$ cat src/hw/rtl/assert_macros.svh
// assertion macros shared by the rtl files
// expects i_clk and i_rst_n in the scope of use
`ifndef ASSERT_MACROS_SVH
`define ASSERT_MACROS_SVH

// property checked on every clock outside reset
`define RSI_ASSERT(lbl, prop, msg) \
    lbl: assert property (@(posedge i_clk) disable iff (!i_rst_n) prop) \
        else $error(msg);

// condition in one cycle implies another in the next
`define RSI_ASSERT_NEXT(lbl, pre, post, msg) \
    lbl: assert property (@(posedge i_clk) disable iff (!i_rst_n) (pre) |=> (post)) \
        else $error(msg);

`endif

$ cat src/hw/rtl/rsi_pkg.sv
// shared types, constants and helpers for the ray/sphere intersection block
// no dependencies
`timescale 1ns / 1ps

package rsi_pkg;

    localparam int FRAC_BITS = 16;

    localparam logic signed [31:0] Q_MAX = 32'sh7fff_ffff;
    localparam logic signed [31:0] Q_MIN = 32'sh8000_0000;

    localparam logic signed [31:0] CENTER_Z_RST = 32'(10 << FRAC_BITS);
    localparam logic [30:0]        RADIUS_RST   = 31'(1 << FRAC_BITS);

    localparam int CFG_IDX_W = 8;
    localparam logic [CFG_IDX_W-1:0] CFG_CENTER_X = 8'd0;
    localparam logic [CFG_IDX_W-1:0] CFG_CENTER_Y = 8'd1;
    localparam logic [CFG_IDX_W-1:0] CFG_CENTER_Z = 8'd2;
    localparam logic [CFG_IDX_W-1:0] CFG_RADIUS   = 8'd3;

    // square root of disc << FRAC_BITS, disc is at most 31 bits
    localparam int SQ_IN_W  = 31 + FRAC_BITS;
    localparam int SQ_W     = (SQ_IN_W + 1) / 2;
    localparam int SQ_REM_W = SQ_W + 3;

    // divide |num| << FRAC_BITS by 2a
    localparam int NUM_W = 34;
    localparam int DEN_W = 33;
    localparam int QT_W  = 33;
    localparam int MAG_W = DEN_W + FRAC_BITS;

    localparam int Q_DEPTH = 4;
    localparam int Q_PTR_W = $clog2(Q_DEPTH);
    localparam int Q_CNT_W = $clog2(Q_DEPTH + 1);

    typedef struct packed {
        logic signed [31:0] origin_x;
        logic signed [31:0] origin_y;
        logic signed [31:0] origin_z;
        logic signed [31:0] dir_x;
        logic signed [31:0] dir_y;
        logic signed [31:0] dir_z;
    } t_ray;

    typedef struct packed {
        logic               hit;
        logic signed [31:0] distance;
        logic               saturated;
    } t_result;

    // one ray after the front end: direction and origin relative to center
    typedef struct packed {
        logic signed [31:0] dir_x;
        logic signed [31:0] dir_y;
        logic signed [31:0] dir_z;
        logic signed [31:0] oc_x;
        logic signed [31:0] oc_y;
        logic signed [31:0] oc_z;
    } t_work;

    function automatic logic signed [31:0] sat32(input logic signed [63:0] v);
        if (v > 64'(Q_MAX)) begin
            return Q_MAX;
        end else if (v < 64'(Q_MIN)) begin
            return Q_MIN;
        end
        return v[31:0];
    endfunction

endpackage

$ cat src/hw/rtl/rsi_queue.sv
// short queue between front end and arithmetic pipeline
// depends on rsi_pkg and assert_macros.svh
`timescale 1ns / 1ps

`include "assert_macros.svh"

module rsi_queue
    import rsi_pkg::*;
(
    input  logic  i_clk,
    input  logic  i_rst_n,
    input  logic  i_push,
    input  t_work i_push_data,
    output logic  o_full,
    output logic  o_valid,
    output t_work o_data,
    input  logic  i_pop
);

    t_work              r_mem [0:Q_DEPTH-1];
    logic [Q_PTR_W-1:0] r_wr;
    logic [Q_PTR_W-1:0] r_rd;
    logic [Q_CNT_W-1:0] r_cnt;

    always_ff @(posedge i_clk) begin
        if (!i_rst_n) begin
            r_wr  <= '0;
            r_rd  <= '0;
            r_cnt <= '0;
        end else begin
            if (i_push) begin
                r_wr <= r_wr + 1'b1;
            end
            if (i_pop) begin
                r_rd <= r_rd + 1'b1;
            end
            if (i_push && !i_pop) begin
                r_cnt <= r_cnt + 1'b1;
            end else if (!i_push && i_pop) begin
                r_cnt <= r_cnt - 1'b1;
            end
        end
    end

    always_ff @(posedge i_clk) begin
        if (i_push) begin
            r_mem[r_wr] <= i_push_data;
        end
    end

    assign o_full  = (r_cnt == Q_CNT_W'(Q_DEPTH));
    assign o_valid = (r_cnt != '0);
    assign o_data  = r_mem[r_rd];

    `RSI_ASSERT(a_q_no_underflow, i_pop |-> r_cnt != '0, "pop from empty queue")
    `RSI_ASSERT(a_q_no_overflow, i_push |-> (r_cnt != Q_CNT_W'(Q_DEPTH)) || i_pop,
        "push into full queue")

endmodule

$ cat config.mk
export PLATFORM = sky130hd
export DESIGN_NAME = rsi_queue
export DESIGN_NICKNAME = d
export VERILOG_FILES = /design/src/hw/rtl/rsi_pkg.sv /design/src/hw/rtl/rsi_queue.sv
export VERILOG_INCLUDE_DIRS = /design/src /design/src/hw/rtl
export SDC_FILE = /design/constraint.sdc
export NUM_CORES = 1
export LEC_CHECK = 0
export ABC_CLOCK_PERIOD_IN_PS = 6300
export BUFFER_PORTS_ARGS = -buffer_cell sky130_fd_sc_hd__buf_2
export CAP_MARGIN = 20
export CORE_MARGIN = 2
export CORE_UTILIZATION = 40
export DETAILED_ROUTE_END_ITERATION = 6
export PLACE_DENSITY_LB_ADDON = 0.15
export SLEW_MARGIN = 5
export SYNTH_ARGS = -nofsm -noshare
export SYNTH_HDL_FRONTEND = slang
export SYNTH_SLANG_ARGS = --single-unit
export TNS_END_PERCENT = 1
$ cat constraint.sdc
create_clock -name i_clk -period 6.3 [get_ports i_clk]
set_input_delay 1.26 -clock i_clk [delete_from_list [all_inputs] [get_ports i_clk]]
set_output_delay 1.26 -clock i_clk [all_outputs]
set_load 0.1 [all_outputs]
After elaboration in Yosys (flattened, before gate mapping):

Memory sizes are Yosys's and may differ from the RTL's. A register that Yosys moved wholly into a read port is not among the register bits.
Cells that the tools add are included.

* memories: 1
* RAM bits: 768
* flip-flop bits (word level): 7
* logic and storage cells: 21
* output and inout bits: 194

Memory list
* r_mem: depth 4, bits a word 192, rd ports 1, clocked after memory_dff 1, wr ports 1, RTL line rsi_queue.sv:20 `t_work r_mem [0:Q_DEPTH-1];`

* reductions and logical operators: 6
* mux-type cells: 6
* add/sub/neg operators: 4
* eq/ne operators: 1

Operators with widths (count)
* $mux W3: 2
* $add A2 B1 Y2 const B: 2
* $mux W2: 2
* $add A3 B1 Y3 const B: 1
* $eq A3 B3 Y1 const B: 1
* $reduce_bool A3 Y1: 1
* $sub A3 B1 Y3 const B: 1
* $logic_and A1 B1 Y1: 2
* $logic_not A1 Y1: 2
* $mux W1: 2
* $reduce_bool A2 Y1: 1

Depth between registers and ports, before layout:

* word-level depth: 4
* depth in mapped cells: 7

Worst setup path before layout:

Ideal clock, no wire load.

* kind: input to register
* start: in i_push
* end: mem r_mem[0][0] in the netlist's numbering (enable)
* cell stages on the path: 1
* arrival time: 5.619 ns
* slack: 0.106 ns
* library setup time: 0.575 ns
* required time: 5.725 ns
* path through: and2_1

* cells in the longest elaborated chain, start to end: 2

RTL lines
* start, declared: RTL line rsi_queue.sv:12 `input logic i_push,`
* $mux W1: RTL line rsi_queue.sv:46 `if (i_push) begin`
* $mux W1 (implied by the code): RTL line rsi_queue.sv:47 `r_mem[r_wr] <= i_push_data;`
* end, declared: RTL line rsi_queue.sv:20

No other way between the ends.

==> flow_summary.yaml <==
outcome:
  status: "finished, final reports clean"
worst_setup_path:
  r2r_cells: 3
  path_class: "reg2out"
  timing.rr.end: "r_mem[3][162]"
  end_kind: "output port"
  critPathCapture: "o_data[177]"
  r2r_slack_ns: 3.87
  arrival_ns: 2.57
  startpoint_type: "register"
  critical_path_required_ns: 5.04
  worstPathMaxFanout: 81
  r2r-start: "r_wr[0]"
cts:
  postCtsSetupBuffers: 0
  cts-root-buf: "clkbuf_16"
  path_clk_slew_ns: 0.06
  clkSinkCount: 777
  clkLatencyLatePin_ns: 0.62
  post_cts_resized: 0
  clock_path_buffers: 3
  cts_hold_buf: 0
  htreeDepth: 3
  cts_buffers: 84
  cts_tree: "built"
route:
  drc: 0
  drt_first_pass_iters: 4
  ant_nets: 0
  drt-vias-per-instance: 4.99
  wirelength_mm: 56.6
  wl_per_cell_um: 22.6
  num_vias: 12500
  drtIter0Drc: 693
timing:
  worst_slack_ns: 2.47
  clock_skew_ns: 0.0133
  max-slew-margin-rel_pct: 36.2
  setup_viol: 0
  clock.fmax_mhz: 261
  post-route-period-util_pct: 60.7
  worst_hold_slack_ns: 0.499
  tightest_slew_ns: 0.957
  rsz0062_at_grt: "false"
  post-route-min-period_ns: 3.83
  setup_tns_ns: 0
  slew_violations: 0
  final-hold-violation-count: 0
cells_and_area:
  final_cell_mix: "edfxtp_1 (768), buf_2 (389), mux4_2 (192), clkbuf_16 (85), clkinv_1 (24)"
  final_core_util_pct: 48.3
  design_area_mm2: 0.0339
  fillers: 5865
  syn_to_final_growth_pct: 19.6
  multi_input_area_mm2: 0.00459
  ff_latch_area_mm2: 0.0232
  layout_commonest_cell: "edfxtp_1"
  final_nets: 1696
  drive_gt1_share_pct: 45.9
synthesis:
  syn-instance-count: 1046
  ys_ff_latch: 777
  synth_warnings: 0
  synth_cell_types: 21
  syn_area_per_cell_um2: 27.1
  syn_nets: 1248
  synth.yosys.seq_area_share_pct: 82.0
  syn-cell-area_mm2: 0.0284
floorplanning:
  rows: 97
  core_area_mm2: 0.0701
  initial_core_util_pct: 40.4
  pin_count: 390
  die_w_um: 270
  die-area_mm2: 0.0730
  die-height_um: 270
grt:
  grt_pass1_vias: 13300
  antenna_found_initial: 18
  grt_pass1_wl_mm: 84.8
  grt_usage_pct: 15.5
  gr-total-overflow: 0
  grt_max_degree: 104
placed_design:
  place.gp.congestion: 0.714
  io_buffers: 389
  dp_slack_ns: 2.94
  dp_hpwl_mm: 32.3
  place_area_mm2: 0.0312
flow_run:
  maxCapViolCount: 0
power_and_ir_drop:
  ir_drop_mv: 0.236
  leakagePower_nw: 11.3
  p_per_area_mw_per_mm2: 388
hold_path:
  min_path_type: "reg2reg"
==> Yosys cell counts <==
| cell type | n | area share, % |
|---|---|---|
| mux4_2 | 192 | 15 |
| nor3b_1 | 1 | 0.026 |
| fa_1 | 1 | 0.071 |
| and2_1 | 9 | 0.20 |
| dfxtp_1 | 9 | 0.64 |
| ha_1 | 5 | 0.22 |
| or3_1 | 2 | 0.044 |
| nor2b_1 | 2 | 0.044 |
| buf_6 | 1 | 0.040 |
| clkbuf_1 | 3 | 0.040 |
| nand2_1 | 1 | 0.013 |
| mux2i_1 | 2 | 0.071 |
| xor2_1 | 3 | 0.093 |
| buf_12 | 20 | 1.4 |
| inv_1 | 4 | 0.053 |
| buf_2 | 18 | 0.32 |
| a21boi_0 | 1 | 0.026 |
| xnor2_1 | 2 | 0.062 |
| edfxtp_1 | 768 | 81 |
| buf_4 | 1 | 0.026 |
| o21ai_0 | 1 | 0.018 |
==> report_power, final <==
part | internal [mW] | total, mW | leakage [nW] | switching [mW]
clock | 2.80 | 4.74 | 1.30 | 1.94
sequential | 5.95 | 5.99 | 7.13 | 0.0490
combinational | 0.477 | 2.41 | 2.83 | 1.93
==> cells by family (layout without fill, tap and decap cells) <==
family,count (synthesis),in the layout,synth area share [%]
compound gates,2,2,0.0441
buf+inv,47,563,1.89
fa+ha+maj,6,6,0.291
simple gates,15,15,0.327
other cells,0,5,0
xor+xnor,5,5,0.154
mux,194,194,15.3
flops,777,777,82.0
==> per-layer routing <==
layer	GRT usage (%)	routed length, um
met1	19.8	23100
met2	24.7	27500
met3	5.70	4590
met4	4.94	1140
met5	0	171
==> critical path, stage by stage, from the launching register on <==
cell	delay, ns
dfxtp_4	0.38
buf_12	0.49
mux4_2	0.61
buf_2	0.32
==> per-stage QoR <==
step	std cells	power [mW]
6_report	2507	13.1
5_1_grt	2503	13.6
4_1_cts	2502	13.3
3_5_place_dp	2348	8.55
3_3_place_gp	2348	8.53
2_1_floorplan	1046	8.16
==> final cells by class <==
type                    instances  area share (%)
inverters                       4          0.0443
well taps                     940            3.47
flip-flops and latches        777            68.6
diodes                          5          0.0369
repair buffers                405            6.39
multi-input cells             222            13.5
clock inverters                51            1.46
clock buffers                 103            6.53
==> registers in the layout (all words and copies together), names as in the netlist, named ones only <==
| signal | cells |
|---|---|
| r_wr | 2 |
| r_rd | 2 |
| r_mem | 768 |
| r_cnt | 3 |
==> how the worst min path moves through the flow <==
stage	to	startpoint	slack, ns	cells after the start
2_1_floorplan	r_cnt[2]	r_cnt[2]	0.47	2
3_3_place_gp	r_cnt[2]	r_cnt[2]	0.49	2
3_5_place_dp	r_cnt[2]	r_cnt[2]	0.50	2
4_1_cts	r_cnt[2]	r_cnt[2]	0.50	2
5_1_grt	r_cnt[2]	r_cnt[2]	0.54	2
6_report	r_cnt[2]	r_cnt[2]	0.50	2
Power figures use the tool's default switching activity.
