[src/hw/rtl/assert_macros.svh]
// assertion macros shared by the rtl files
// expects i_clk and i_rst_n in the scope of use
`ifndef ASSERT_MACROS_SVH
`define ASSERT_MACROS_SVH

// property checked on every clock outside reset
`define RSI_ASSERT(lbl, prop, msg) \
    lbl: assert property (@(posedge i_clk) disable iff (!i_rst_n) prop) \
        else $error(msg);

// condition in one cycle implies another in the next
`define RSI_ASSERT_NEXT(lbl, pre, post, msg) \
    lbl: assert property (@(posedge i_clk) disable iff (!i_rst_n) (pre) |=> (post)) \
        else $error(msg);

`endif

[src/hw/rtl/rsi_pkg.sv]
// shared types, constants and helpers for the ray/sphere intersection block
// no dependencies
`timescale 1ns / 1ps

package rsi_pkg;

    localparam int FRAC_BITS = 16;

    localparam logic signed [31:0] Q_MAX = 32'sh7fff_ffff;
    localparam logic signed [31:0] Q_MIN = 32'sh8000_0000;

    localparam logic signed [31:0] CENTER_Z_RST = 32'(10 << FRAC_BITS);
    localparam logic [30:0]        RADIUS_RST   = 31'(1 << FRAC_BITS);

    localparam int CFG_IDX_W = 8;
    localparam logic [CFG_IDX_W-1:0] CFG_CENTER_X = 8'd0;
    localparam logic [CFG_IDX_W-1:0] CFG_CENTER_Y = 8'd1;
    localparam logic [CFG_IDX_W-1:0] CFG_CENTER_Z = 8'd2;
    localparam logic [CFG_IDX_W-1:0] CFG_RADIUS   = 8'd3;

    // square root of disc << FRAC_BITS, disc is at most 31 bits
    localparam int SQ_IN_W  = 31 + FRAC_BITS;
    localparam int SQ_W     = (SQ_IN_W + 1) / 2;
    localparam int SQ_REM_W = SQ_W + 3;

    // divide |num| << FRAC_BITS by 2a
    localparam int NUM_W = 34;
    localparam int DEN_W = 33;
    localparam int QT_W  = 33;
    localparam int MAG_W = DEN_W + FRAC_BITS;

    localparam int Q_DEPTH = 4;
    localparam int Q_PTR_W = $clog2(Q_DEPTH);
    localparam int Q_CNT_W = $clog2(Q_DEPTH + 1);

    typedef struct packed {
        logic signed [31:0] origin_x;
        logic signed [31:0] origin_y;
        logic signed [31:0] origin_z;
        logic signed [31:0] dir_x;
        logic signed [31:0] dir_y;
        logic signed [31:0] dir_z;
    } t_ray;

    typedef struct packed {
        logic               hit;
        logic signed [31:0] distance;
        logic               saturated;
    } t_result;

    // one ray after the front end: direction and origin relative to center
    typedef struct packed {
        logic signed [31:0] dir_x;
        logic signed [31:0] dir_y;
        logic signed [31:0] dir_z;
        logic signed [31:0] oc_x;
        logic signed [31:0] oc_y;
        logic signed [31:0] oc_z;
    } t_work;

    function automatic logic signed [31:0] sat32(input logic signed [63:0] v);
        if (v > 64'(Q_MAX)) begin
            return Q_MAX;
        end else if (v < 64'(Q_MIN)) begin
            return Q_MIN;
        end
        return v[31:0];
    endfunction

endpackage

[src/hw/rtl/rsi_front.sv]
// front end: configuration registers, ray intake and origin-to-center offset
// depends on rsi_pkg
`timescale 1ns / 1ps

module rsi_front
    import rsi_pkg::*;
(
    input  logic                 i_clk,
    input  logic                 i_rst_n,
    input  logic                 i_cfg_valid,
    input  logic [CFG_IDX_W-1:0] i_cfg_index,
    input  logic [31:0]          i_cfg_data,
    input  logic                 i_in_valid,
    output logic                 o_in_ready,
    input  t_ray                 i_in_ray,
    input  logic                 i_q_full,
    output logic                 o_push,
    output t_work                o_work,
    output logic [30:0]          o_radius
);

    logic signed [31:0] r_center_x;
    logic signed [31:0] r_center_y;
    logic signed [31:0] r_center_z;
    logic [30:0]        r_radius;
    logic               r_fv;
    t_work              r_work;
    t_work              n_work;

    always_ff @(posedge i_clk) begin
        if (!i_rst_n) begin
            r_center_x <= '0;
            r_center_y <= '0;
            r_center_z <= CENTER_Z_RST;
            r_radius   <= RADIUS_RST;
        end else if (i_cfg_valid) begin
            unique case (i_cfg_index)
                CFG_CENTER_X: r_center_x <= i_cfg_data;
                CFG_CENTER_Y: r_center_y <= i_cfg_data;
                CFG_CENTER_Z: r_center_z <= i_cfg_data;
                CFG_RADIUS:   r_radius   <= i_cfg_data[30:0];
                default: ;
            endcase
        end
    end

    assign o_in_ready = !r_fv || !i_q_full;
    assign o_push     = r_fv && !i_q_full;

    always_comb begin
        n_work.dir_x = i_in_ray.dir_x;
        n_work.dir_y = i_in_ray.dir_y;
        n_work.dir_z = i_in_ray.dir_z;
        n_work.oc_x  = sat32(64'(i_in_ray.origin_x) - 64'(r_center_x));
        n_work.oc_y  = sat32(64'(i_in_ray.origin_y) - 64'(r_center_y));
        n_work.oc_z  = sat32(64'(i_in_ray.origin_z) - 64'(r_center_z));
    end

    always_ff @(posedge i_clk) begin
        if (!i_rst_n) begin
            r_fv <= 1'b0;
        end else if (o_in_ready) begin
            r_fv <= i_in_valid;
        end
    end

    always_ff @(posedge i_clk) begin
        if (i_in_valid && o_in_ready) begin
            r_work <= n_work;
        end
    end

    assign o_work   = r_work;
    assign o_radius = r_radius;

endmodule

[config.mk]
export PLATFORM = sky130hd
export DESIGN_NAME = rsi_front
export DESIGN_NICKNAME = d
export VERILOG_FILES = /design/src/hw/rtl/assert_macros.svh /design/src/hw/rtl/rsi_pkg.sv /design/src/hw/rtl/rsi_front.sv
export SDC_FILE = /design/constraint.sdc
export NUM_CORES = 1
export LEC_CHECK = 0
export BUFFER_PORTS_ARGS = -buffer_cell sky130_fd_sc_hd__clkbuf_2
export CAP_MARGIN = 20
export CORE_AREA = 2 2 196 198
export DETAILED_ROUTE_END_ITERATION = 10
export DIE_AREA = 0 0 198 200
export MAX_ROUTING_LAYER = met4
export PLACE_DENSITY = 0.7
export SYNTH_ARGS = -nofsm -noshare
export SYNTH_HDL_FRONTEND = slang
export SYNTH_SLANG_ARGS = --single-unit
[constraint.sdc]
create_clock -name i_clk -period 6.67 [get_ports i_clk]
set_input_delay 1.0005 -clock i_clk [delete_from_list [all_inputs] [get_ports i_clk]]
set_output_delay 1.0005 -clock i_clk [all_outputs]
set_load 0.02 [all_outputs]
Word-level counts from Yosys, hierarchy flattened. Cells that the tools add are included. W data, S select, Z words.

Add/sub/neg operators: 3. Order comparisons: 6. Eq/ne operators: 3. Muxes and demuxes: 15. Reductions and logical operators: 10.

Operators with widths (count): $mux W32 (9); $gt A33 B32 Y1 const B (3); $lt A33 B32 Y1 const B (3); $sub A32 B32 Y33 (3); $eq A8 B2 Y1 const B (2); $eq A8 B1 Y1 const B (1); $logic_not A8 Y1 (1); $reduce_and A2 Y1 (4); $mux W1 (6); $logic_and A1 B1 Y1 (2); $logic_not A1 Y1 (2); $logic_or A1 B1 Y1 (1).

Register bits: 320. Bits of input ports: 237. Output and inout bits: 225. Word-level logic and storage cells: 48.

Longest topological paths before layout.
Depth after elaboration: 5. Depth in mapped cells: 15. Depth with buffers taken out: 13.

Least setup slack after synthesis. No wires, ideal clock.

Kind: input port to flip-flop. Start: in i_q_full. End: reg r_work (netlist bit o_work[0]) (enable). Setup time: 0.576 ns. Arrival: 5.608 ns. Required time: 6.094 ns. Slack: 0.486 ns. Stages on the path: 2. Path buffers: 0. Cell sequence: nand2_1 > and2_1.

Word-level cells in the longest chain between the ends: 3.

RTL lines: start: declaration (RTL line rsi_front.sv:16) `input logic i_q_full,`; $logic_not A1 Y1 (RTL line rsi_front.sv:47) `assign o_in_ready = !r_fv || !i_q_full;`; $logic_or A1 B1 Y1 (RTL line rsi_front.sv:47); $logic_and A1 B1 Y1 (RTL line rsi_front.sv:68) `if (i_in_valid && o_in_ready) begin`; end signal: assignment (RTL line rsi_front.sv:69) `r_work <= n_work;`; end: declaration (RTL line rsi_front.sv:27) `t_work r_work;`.

No other way between the ends. A chain may end at the register's enable or synchronous reset.

==> flow_metrics.tcl <==
set metrics [dict create \
    outcome "finished clean" \
    pin_count 462 \
    r2r_slack_ns 2.58 \
    r2r_cells 12 \
    cp_max_fo 28 \
    row_count 71 \
    synth_cell_type_count 83 \
    dieWidth_um 198 \
    cts_setup_buffers 0 \
    hold_buffers 0 \
    clk_pin_slew_ns 0.06 \
    final_cell_area_um2 20700 \
    crit_path_end_kind "flip-flop" \
    min_to "r_center_z[12]" \
    core_um2 37400 \
    wl_per_cell_um 18.6 \
    clkSinkCount 320 \
    firstDrtPassIters 5 \
    layout.nets 2453 \
    setup_violations 0 \
    setup_tns_ns 0 \
    worstSetupPathType "input port to flip-flop" \
    critPathRequiredTime_ns 6.92 \
    hold_violations 0 \
    synth_cells 1682 \
    vias 13956 \
    yosys.area.top_type "edfxtp_1" \
    hpwl_mm 38.3 \
    syn_nets 2018 \
    hold_path.class "flip-flop to flip-flop" \
    numCtsBuffers 36 \
    dieHeight_um 200 \
    grt_max_degree 147 \
    cap_violations 0 \
    hold_depth 2 \
    place_congestion 0.903 \
    cts_root_buffer "clkbuf_16" \
    synth_top_area_share_pct 34.5 \
    rsz0062_at_grt "no" \
    drt-vias-per-instance 5.25 \
    clock_path_buffers 3 \
    critPathArrivalTime_ns 4.58 \
    powerDensity_nw_per_um2 245 \
    io_buffers 461 \
    overflow 0 \
    drc_errors 0 \
    relSlewSlack_pct 29.7 \
    skew_ns 0.0186 \
    grt_pass1_vias 13388 \
    areaGrowthSynthToFinish_pct 23.7 \
    synth_edf_count 192 \
    clk_latency_ns 0.55 \
    p_leak_nw 8.21 \
    synth_area_um2 16700 \
    max-vdd-ir-drop_mv 0.152 \
    ys_warn_count 0 \
    dpl-instance-area_um2 19500 \
    synthTopCellsByArea "edfxtp_1 (35%), dfxtp_1 (15%), ha_1 (7.2%), nand2_1 (7.0%), a21boi_0 (5.7%)" \
    r2r-start "r_center_x[0]" \
    min_period_over_period_pct 64.9 \
    htree_levels 2 \
    antenna_left 0 \
    tritoncts "yes" \
    crit_path_start_kind "input port" \
    cts_resized 0 \
    grt_pass1_wl_mm 73.3 \
    grt_usage_pct 25.0 \
    fin_crit_ns 4.33 \
    die-area_um2 39600 \
    drive_gt1_share_pct 26.6 \
    start_util_pct 44.7 \
    seq_area_frac_synth_pct 49.8 \
    drtIter0Drc 783 \
    antenna_found_initial 1 \
    drt_wl_total_mm 49.4 \
    fill_cells 3444 \
    maxSlewViolCount 0 \
    async_flop_share_pct 0 \
    fmax_mhz 231 \
    hp-start "r_center_z[12]" \
    ys_seq_elements 320 \
    worstMarginPinSlew_ns 1.04 \
    avgSynthCellArea_um2 9.93 \
    reg2reg_to "o_work[66]" \
    synth_ff_type "edfxtp_1" \
]
sequential cells by signal, indices dropped and copies added, names as in the netlist:
register    count
r_fv            1
r_center_x     32
o_radius       31
r_center_z     32
o_work        192
r_center_y     32
Yosys cell counts, types with 34 or more instances:
master	number
nor2_1	44
xor2_1	34
o21ai_0	60
clkbuf_1	52
dfxtp_1	128
a21oi_1	133
xnor2_1	50
inv_1	123
a21boi_0	127
a21o_1	48
ha_1	96
edfxtp_1	192
nand2_1	311
critical path: stages:
cell      delay, ns
clkbuf_2       0.08
inv_1          0.04
ha_1           0.17
inv_1          0.06
fa_1           0.42
a211oi_1       0.32
nor2_1         0.11
o31ai_1        0.33
a21oi_1        0.20
and3_1         0.20
or2_4          0.25
or4_4          0.43
a21oi_4        0.74
o21ai_0        0.22
worst max path at each step:
stage | startpoint | endpoint
5_1_grt | i_in_ray[160] | o_work[70]
3_3_place_gp | i_in_ray[160] | o_work[67]
4_1_cts | i_in_ray[160] | o_work[66]
3_5_place_dp | i_in_ray[160] | o_work[66]
2_1_floorplan | i_q_full | o_work[0]
6_report | i_in_ray[160] | o_work[66]
kinds of logic after synthesis:
family | synth area share (%)
AOI/OAI and AO/OA | 20.3
buffers and inverters | 4.72
muxes | 0.0674
adders and majority gates | 8.27
DFF | 49.8
and+or+nand+nor | 12.3
xor gates and xnor gates | 4.50
per-layer routing:
| metal | routed length (um) | global-route usage [%] | part of all wire [%] | up-vias |
|---|---|---|---|---|
| li1 | - | - | - | 6820 |
| met1 | 21100 | 30.9 | 43 | 6597 |
| met2 | 23700 | 41.1 | 48 | 444 |
| met3 | 3190 | 5.26 | 6.5 | 95 |
| met4 | 1480 | 8.16 | 3.0 | 0 |
| met5 | 0 | - | 0 | - |
per-stage QoR:
stage	total power [mW]	instances	utilization [%]	hold slack (ns)	worst slack (ns)
6_report	5.05	2656	55.2	0.463	2.34
3_5_place_dp	3.11	2589	52.0	0.461	1.73
4_1_cts	5.11	2654	55.2	0.469	2.32
5_1_grt	5.26	2656	55.2	0.484	2.04
2_1_floorplan	2.81	1682	-	0.443	0.486
3_3_place_gp	3.10	2587	51.9	0.453	1.87
cells in the final DEF, fill, tap and decap left out, types with 48 or more instances in the layout:
master    count
a21boi_0    127
edfxtp_1    192
xnor2_1      50
clkbuf_2    460
o21ai_0      60
a21o_1       48
ha_1         96
nand2_1     311
inv_1       123
dfxtp_1     128
a21oi_1     133
power breakdown:
| part | switching, mW | leakage (nW) | internal, mW | total, mW |
|---|---|---|---|---|
| logic | 0.512 | 4.77 | 0.295 | 0.808 |
| clock network | 0.814 | 0.571 | 1.17 | 1.99 |
| registers | 0.0301 | 2.87 | 2.23 | 2.26 |
final cells by class:
cell class              instances  area (um2)  area share, %
diodes                          1        2.50         0.0121
clock buffers                  41         941           4.55
clock inverters                24         234           1.13
inverters                     123         462           2.23
multi-input cells            1164        7600           36.8
flip-flops and latches        320        8330           40.3
well taps                     511         639           3.09
repair buffers                472        2460           11.9
Power figures use the tool's default switching activity.
